**src/sv/stids_pkg.sv**
```systemverilog
// Shared codes for the sorted table block.
// Depends on nothing.
`timescale 1ns / 1ps

package stids_pkg;

	typedef logic [1:0] mode_t;
	typedef logic [2:0] status_t;

	localparam mode_t MODE_INSERT = 2'd0;
	localparam mode_t MODE_DELETE = 2'd1;
	localparam mode_t MODE_SEARCH = 2'd2;

	localparam status_t ST_OK       = 3'd0;
	localparam status_t ST_EMPTY    = 3'd1;
	localparam status_t ST_BADPOS   = 3'd2;
	localparam status_t ST_FULL     = 3'd3;
	localparam status_t ST_NOTFOUND = 3'd4;

endpackage

```
**src/sv/sorted_table_insert_delete_search.sv**
```systemverilog
// Sorted table: insert in order, delete by position, search by key. Depends on stids_pkg.
// Rejected and no-op items finish straight from idle; insert walks down moving larger entries up,
// delete shifts the later entries down, search walks up until a match or the end of the table.
// A new item is taken only while idle, so each item is finished before the next; rejected items
// go back to back. Limit: the walk through the entry RAM, one read and one write per cycle.
// arst_n clears the entry count, state and result registers; RAM contents are not cleared.
`timescale 1ns / 1ps

module sorted_table_insert_delete_search #(
	parameter int CAPACITY = 16
) (
	input  logic                   clk,
	input  logic                   arst_n,
	input  logic                   start,
	output logic                   busy,
	input  logic [1:0]             mode,
	input  logic signed [31:0]     value,
	input  logic [3:0]             position,
	output logic                   done,
	output logic [2:0]             status,
	output logic signed [31:0]     result_value,
	output logic [3:0]             result_index,
	output logic [4:0]             entry_count
);

	// IW addresses the RAM, CW holds 0..CAPACITY
	localparam int IW = $clog2(CAPACITY);
	localparam int CW = $clog2(CAPACITY + 1);
	localparam int PW = (CW > 4) ? CW : 4;
	localparam int XW = (IW > 4) ? IW : 4;
	localparam int NW = (CW > 5) ? CW : 5;

	typedef enum logic [2:0] {
		S_IDLE,
		S_INS_CMP,
		S_INS_LAST,
		S_DEL_VAL,
		S_DEL_SH,
		S_SRCH_CMP
	} state_t;

	state_t state_q;

	// entry RAM: one write port, one registered read port
	logic signed [31:0] entries_q [CAPACITY];
	logic signed [31:0] rd_q;
	logic               mem_we;
	logic [IW-1:0]      mem_wa;
	logic [IW-1:0]      mem_ra;
	logic signed [31:0] mem_wd;

	logic [CW-1:0]      count_q;
	logic [CW-1:0]      i_q;
	logic signed [31:0] val_q;
	logic               done_q;
	stids_pkg::status_t status_q;
	logic signed [31:0] rval_q;
	logic [IW-1:0]      ridx_q;

	logic [CW-1:0] cnt_m1;
	logic [CW-1:0] im1;
	logic [CW-1:0] im2;
	logic [CW-1:0] ip1;
	logic [CW-1:0] ip2;
	logic [PW-1:0] pos_x;
	logic          greater;
	logic          accept;

	assign accept  = start && (state_q == S_IDLE);
	assign cnt_m1  = count_q - CW'(1);
	assign im1     = i_q - CW'(1);
	assign im2     = i_q - CW'(2);
	assign ip1     = i_q + CW'(1);
	assign ip2     = i_q + CW'(2);
	assign pos_x   = PW'(position);
	// the shared compare: stored entry against the item's value
	assign greater = rd_q > val_q;

	// RAM address and write control from the sequencer
	always_comb begin
		mem_we = 1'b0;
		mem_wa = i_q[IW-1:0];
		mem_wd = rd_q;
		mem_ra = '0;
		case (state_q)
			S_IDLE: begin
				// first read goes out with the accept
				case (mode)
					stids_pkg::MODE_INSERT: mem_ra = cnt_m1[IW-1:0];
					stids_pkg::MODE_DELETE: mem_ra = pos_x[IW-1:0];
					default:                mem_ra = '0;
				endcase
			end
			S_INS_CMP: begin
				// walk down from the top: move larger entries up, else drop value in
				mem_ra = im2[IW-1:0];
				mem_we = 1'b1;
				mem_wd = greater ? rd_q : val_q;
			end
			S_INS_LAST: begin
				mem_we = 1'b1;
				mem_wd = val_q;
			end
			S_DEL_VAL: begin
				mem_ra = ip1[IW-1:0];
			end
			S_DEL_SH: begin
				// close the gap one slot per cycle
				mem_ra = ip2[IW-1:0];
				mem_we = 1'b1;
				mem_wd = rd_q;
			end
			S_SRCH_CMP: begin
				mem_ra = ip1[IW-1:0];
			end
			default: begin
				mem_ra = '0;
			end
		endcase
	end

	always_ff @(posedge clk) begin
		if (mem_we) begin
			entries_q[mem_wa] <= mem_wd;
		end
		rd_q <= entries_q[mem_ra];
	end

	// sequencer, count and result registers
	always_ff @(posedge clk or negedge arst_n) begin
		if (!arst_n) begin
			state_q  <= S_IDLE;
			count_q  <= '0;
			done_q   <= 1'b0;
			i_q      <= '0;
			val_q    <= '0;
			status_q <= stids_pkg::ST_OK;
			rval_q   <= '0;
			ridx_q   <= '0;
		end else begin
			done_q <= 1'b0;
			case (state_q)
				S_IDLE: begin
					if (accept) begin
						val_q    <= value;
						rval_q   <= '0;
						ridx_q   <= '0;
						status_q <= stids_pkg::ST_OK;
						case (mode)
							stids_pkg::MODE_INSERT: begin
								if (count_q >= CW'(CAPACITY)) begin
									status_q <= stids_pkg::ST_FULL;
									done_q   <= 1'b1;
								end else if (count_q == '0) begin
									i_q     <= '0;
									state_q <= S_INS_LAST;
								end else begin
									i_q     <= count_q;
									state_q <= S_INS_CMP;
								end
							end
							stids_pkg::MODE_DELETE: begin
								if (count_q == '0) begin
									status_q <= stids_pkg::ST_EMPTY;
									done_q   <= 1'b1;
								end else if (pos_x >= PW'(count_q)) begin
									status_q <= stids_pkg::ST_BADPOS;
									done_q   <= 1'b1;
								end else begin
									i_q     <= pos_x[CW-1:0];
									state_q <= S_DEL_VAL;
								end
							end
							stids_pkg::MODE_SEARCH: begin
								rval_q <= value;
								i_q    <= '0;
								if (count_q == '0) begin
									status_q <= stids_pkg::ST_NOTFOUND;
									done_q   <= 1'b1;
								end else begin
									state_q <= S_SRCH_CMP;
								end
							end
							default: begin
								// unused mode: plain ok result
								done_q <= 1'b1;
							end
						endcase
					end
				end
				S_INS_CMP: begin
					if (greater) begin
						i_q <= im1;
						if (im1 == '0) begin
							state_q <= S_INS_LAST;
						end
					end else begin
						ridx_q  <= i_q[IW-1:0];
						count_q <= count_q + CW'(1);
						done_q  <= 1'b1;
						state_q <= S_IDLE;
					end
				end
				S_INS_LAST: begin
					ridx_q  <= '0;
					count_q <= count_q + CW'(1);
					done_q  <= 1'b1;
					state_q <= S_IDLE;
				end
				S_DEL_VAL: begin
					rval_q <= rd_q;
					ridx_q <= i_q[IW-1:0];
					if (ip1 < count_q) begin
						state_q <= S_DEL_SH;
					end else begin
						count_q <= cnt_m1;
						done_q  <= 1'b1;
						state_q <= S_IDLE;
					end
				end
				S_DEL_SH: begin
					i_q <= ip1;
					if (ip2 >= count_q) begin
						count_q <= cnt_m1;
						done_q  <= 1'b1;
						state_q <= S_IDLE;
					end
				end
				S_SRCH_CMP: begin
					if (rd_q == val_q) begin
						ridx_q  <= i_q[IW-1:0];
						done_q  <= 1'b1;
						state_q <= S_IDLE;
					end else if (ip1 < count_q) begin
						i_q <= ip1;
					end else begin
						status_q <= stids_pkg::ST_NOTFOUND;
						done_q   <= 1'b1;
						state_q  <= S_IDLE;
					end
				end
				default: begin
					state_q <= S_IDLE;
				end
			endcase
		end
	end

	logic [XW-1:0] ridx_x;
	logic [NW-1:0] cnt_x;

	assign ridx_x       = XW'(ridx_q);
	assign cnt_x        = NW'(count_q);
	assign busy         = (state_q != S_IDLE);
	assign done         = done_q;
	assign status       = status_q;
	assign result_value = rval_q;
	assign result_index = ridx_x[3:0];
	assign entry_count  = cnt_x[4:0];

endmodule

```
**config.mk**
```make
export PLATFORM = sky130hd
export DESIGN_NAME = sorted_table_insert_delete_search
export DESIGN_NICKNAME = d
export VERILOG_FILES = /design/src/sv/stids_pkg.sv /design/src/sv/sorted_table_insert_delete_search.sv
export SDC_FILE = /design/constraint.sdc
export NUM_CORES = 1
export LEC_CHECK = 0
export ABC_AREA = 1
export BUFFER_PORTS_ARGS = -buffer_cell sky130_fd_sc_hd__buf_2
export CAP_MARGIN = 20
export CORE_MARGIN = 10
export CORE_UTILIZATION = 60
export DETAILED_ROUTE_END_ITERATION = 7
export PLACE_DENSITY = 0.81
export SKIP_CTS_REPAIR_TIMING = 1
export SLEW_MARGIN = 20
export SYNTH_ARGS = -nofsm -noshare
export SYNTH_HDL_FRONTEND = slang
export SYNTH_SLANG_ARGS = --single-unit
```
**constraint.sdc**
```tcl
create_clock -name clk -period 7.9 [get_ports clk]
set_input_delay 0.395 -clock clk [delete_from_list [all_inputs] [get_ports clk]]
set_output_delay 0.395 -clock clk [all_outputs]
set_load 0.01 [all_outputs]
```
==> impl_metrics.py <==
metrics = {
    "die": {
        "dieHeight_um": 234.0,
        "initial_core_util_pct": 60.68,
        "die-width_um": 234.0,
        "die_area_um2": 54760,
        "fp.coreArea_um2": 45280,
        "boundaryPins": 87,
        "num_rows": 78,
    },
    "logic_synthesis": {
        "synth_edf_count": 512,
        "post-synth-top-count-cell": "sky130_fd_sc_hd__edfxtp_1",
        "area_contributors_post_synth": "sky130_fd_sc_hd__edfxtp_1 56%, sky130_fd_sc_hd__dfrtp_1 7.7%, sky130_fd_sc_hd__nand2_1 6.1%",
        "synth_cells": 2544,
        "postSynth.asyncResetShare_pct": 13.51,
        "mapped_area_um2": 27480,
        "synth.largest_area_cell": "sky130_fd_sc_hd__edfxtp_1",
        "syn-num-nets": 2645,
        "synth.top_cell.area_share_pct": 55.95,
        "ys_ff_latch": 629,
        "synthDistinctLibCells": 39,
        "yosys_warnings": 0,
        "top_flip_flop_cell_by_instance_count_after_synthesis": "sky130_fd_sc_hd__edfxtp_1",
        "syn-mean-instance-area_um2": 10.80,
        "sequential_cell_area_fraction_in_the_yosys_report_pct": 66.02,
        "netlist_top_cells_count": "512 x sky130_fd_sc_hd__edfxtp_1, 449 x sky130_fd_sc_hd__nand2_1, 297 x sky130_fd_sc_hd__nor2_1",
    },
    "global_routing": {
        "gr-total-overflow": 0,
        "grt_pass1_vias": 18940,
        "wire_length_of_the_first_global_routing_pass_um": 108500,
        "groute.usage.overall_pct": 25.80,
        "grt_max_degree": 231,
        "antenna_found_initial": 2,
    },
    "clocking": {
        "tritoncts": "built",
        "tritoncts_num_sinks": 629,
        "cts_made_buffers": 59,
        "clock_latency_ns": 0.64,
        "ctsRootBufferMaster": "sky130_fd_sc_hd__clkbuf_16",
        "cts.htree.levels": 2,
        "number_of_buffers_on_the_longest_clock_path": 3,
        "register_clock_pin_slew_on_the_reported_worst_setup_and_hold_paths_ns": 0.07,
    },
    "worst_setup_path": {
        "crit_path_max_fanout": 80,
        "timing.critical_path.cells": "inv_2 -> nor2_2 -> inv_2 -> nor2_2 -> nor2_2 -> inv_1 -> nand2_1 -> nand3_4 -> clkinv_2 -> buf_4 -> o21ai_0 -> nand3_1 -> nand3_1 -> nand2_1",
        "crit-reg2reg-capture": "rd_q[26]",
        "worstPathArrival_ns": 4.60,
        "timing.critical_path.to_type": "flip-flop",
        "worstSetupPathType": "reg2reg",
        "reg2regPathDepth": 14,
        "critical-path-slowest-cell": "sky130_fd_sc_hd__clkinv_2",
        "reg2reg_from": "state_q[0]",
        "reg2reg_slack_ns": 3.83,
        "critPathLaunchType": "flip-flop",
        "cp_common_cell": "sky130_fd_sc_hd__nor2_2",
        "cp_data_required_time_ns": 8.43,
        "crit_start": "state_q[0]",
        "max_stage_delay_ns": 0.79,
    },
    "timing": {
        "final-setup-viol-count": 0,
        "worst_clock_skew_ns": 0.02676,
        "timing.max_slew.rel_slack_pct": 28.11,
        "final_min_period_over_clock_period_pct": 51.52,
        "fmax_mhz": 245.7,
        "grt_setup_unrepaired": "no",
        "layout_setup_ws_ns": 3.830,
        "setup-tns-final_ns": 0,
        "layout_min_cycle_time_ns": 4.070,
        "final-max-slew-violation-count": 0,
        "timing.final.hold_violations": 0,
        "tightest_slew_ns": 1.078,
    },
    "drt": {
        "first_iter_violations": 2580,
        "drt-vias-per-instance": 6.069,
        "detail-route-antenna-nets": 0,
        "wire_per_inst_um": 22.03,
        "vias": 19650,
        "total_drc_errors_in_the_routed_layout": 0,
        "first_pass_iters": 7,
        "drt_wl_total_um": 71340,
    },
    "placed_design": {
        "post-place-ws_ns": 3.949,
        "place.detailed.hpwl_um": 40340,
        "placement.cell_area_um2": 28260,
        "io_buffers": 86,
        "dp_cells": 3124,
        "place_congestion": 0.9085,
    },
    "hold_path": {
        "min_to": "val_q[25]",
        "holdCritPathClass": "in2reg",
        "hold-path-cell-count": 3,
        "holdCritStartpoint": "value[25]",
    },
    "run_status": {
        "status": "complete, no violations",
    },
    "finish": {
        "nFillCells": 3115,
        "finish.instance_area_um2": 30370,
        "fraction_of_final_layout_cells_sized_beyond_drive_strength_1_pct": 9.325,
        "final_net_count": 2688,
        "final_cell_count_no_fill": 3238,
        "final_core_util_pct": 67.06,
        "syn2layout_area_growth_pct": 10.51,
        "num_antenna_cells": 0,
    },
    "run": {
        "drv.max_cap_violation_count": 0,
    },
    "power_and_ir_drop": {
        "power.static_leakage_nw": 11.89,
        "peak_vdd_ir_mv": 0.4755,
        "powerDensity_nw_per_um2": 500.5,
    },
}
-- layout by cell type (no fill, tap or decap), types with 10 or more instances in the layout --
master                      count
sky130_fd_sc_hd__clkinv_1      23
sky130_fd_sc_hd__inv_2         10
sky130_fd_sc_hd__o21ai_0      115
sky130_fd_sc_hd__clkinv_2      17
sky130_fd_sc_hd__nand4_1       10
sky130_fd_sc_hd__nand3_1      284
sky130_fd_sc_hd__a21oi_1       22
sky130_fd_sc_hd__buf_2         85
sky130_fd_sc_hd__bufinv_16     11
sky130_fd_sc_hd__dfrtp_1       85
sky130_fd_sc_hd__o211ai_1     163
sky130_fd_sc_hd__dfxtp_1       32
sky130_fd_sc_hd__buf_4         29
sky130_fd_sc_hd__clkbuf_16     59
sky130_fd_sc_hd__ha_1          60
sky130_fd_sc_hd__inv_1        237
sky130_fd_sc_hd__nor2_1       294
sky130_fd_sc_hd__o21ai_1       69
sky130_fd_sc_hd__nand2_1      449
sky130_fd_sc_hd__edfxtp_1     512
-- cell type report --
class                   count  area, um2  area share (%)
multi-input cells        1515       7679           25.29
clock inverters            42      526.8           1.735
repair buffers            119      733.2           2.414
inverters                 263      988.4           3.255
clock buffers              70       1548           5.097
well taps                 600      750.7           2.472
flip-flops and latches    629      18140           59.74
-- cell families after synthesis --
| kind of cell | Yosys count | synth area share, % |
|---|---|---|
| xor+xnor | 11 | 0.3506 |
| flops | 629 | 66.02 |
| fa+ha+maj | 60 | 2.732 |
| simple gates | 1057 | 16.03 |
| buf+inv | 400 | 6.142 |
| compound gates | 386 | 8.683 |
| mux | 1 | 0.04098 |
-- worst max-delay path: cells and delay by family, from the launching register on --
family                 cells  cell delay (ns)
AO/OA/AOI/OAI              1             0.35
flip-flops                 1             0.41
buffers and inverters      5             1.64
AND/OR/NAND/NOR            8             1.43
-- through the flow --
| step | power, mW | hold slack [ns] |
|---|---|---|
| final | 15.20 | 0.0003271 |
| after global routing | 16.04 | 0.01035 |
| after CTS | 15.07 | -0.3978 |
| after detailed placement | 12.02 | 0.2648 |
| after global placement | 11.73 | 0.2617 |
| after floorplan | 10.07 | 0.09941 |
-- power by group --
part | switching, mW | internal [mW]
clock network | 1.26 | 1.76
logic | 4.75 | 1.84
registers | 0.490 | 5.10
-- worst max path at each step --
stage	end	slack, ns
floorplan	i_q[2]	5.39
global placement	rd_q[14]	4.02
detailed placement	rd_q[26]	3.95
CTS	rd_q[14]	3.94
global route	rd_q[14]	3.59
finish	rd_q[26]	3.83
-- layer usage --
metal / share of wire [%] / GRT usage (%) / vias to the layer above
li1: - / - / 8887
met4: 3.4 / 10.20 / 2
met1: 37 / 34.29 / 9363
met3: 13 / 5.801 / 204
met5: 0.017 / 0 / -
met2: 46 / 40.87 / 1194
-- sequential cells by signal, summed over array words and instances (netlist names) --
name and cells:
val_q 32, result_index 4, result_value 32, entry_count 5, entries_q 512, done 1
status 3, i_q 5, state_q 3, rd_q 32
No activity file was read; power rests on OpenSTA's default activity.
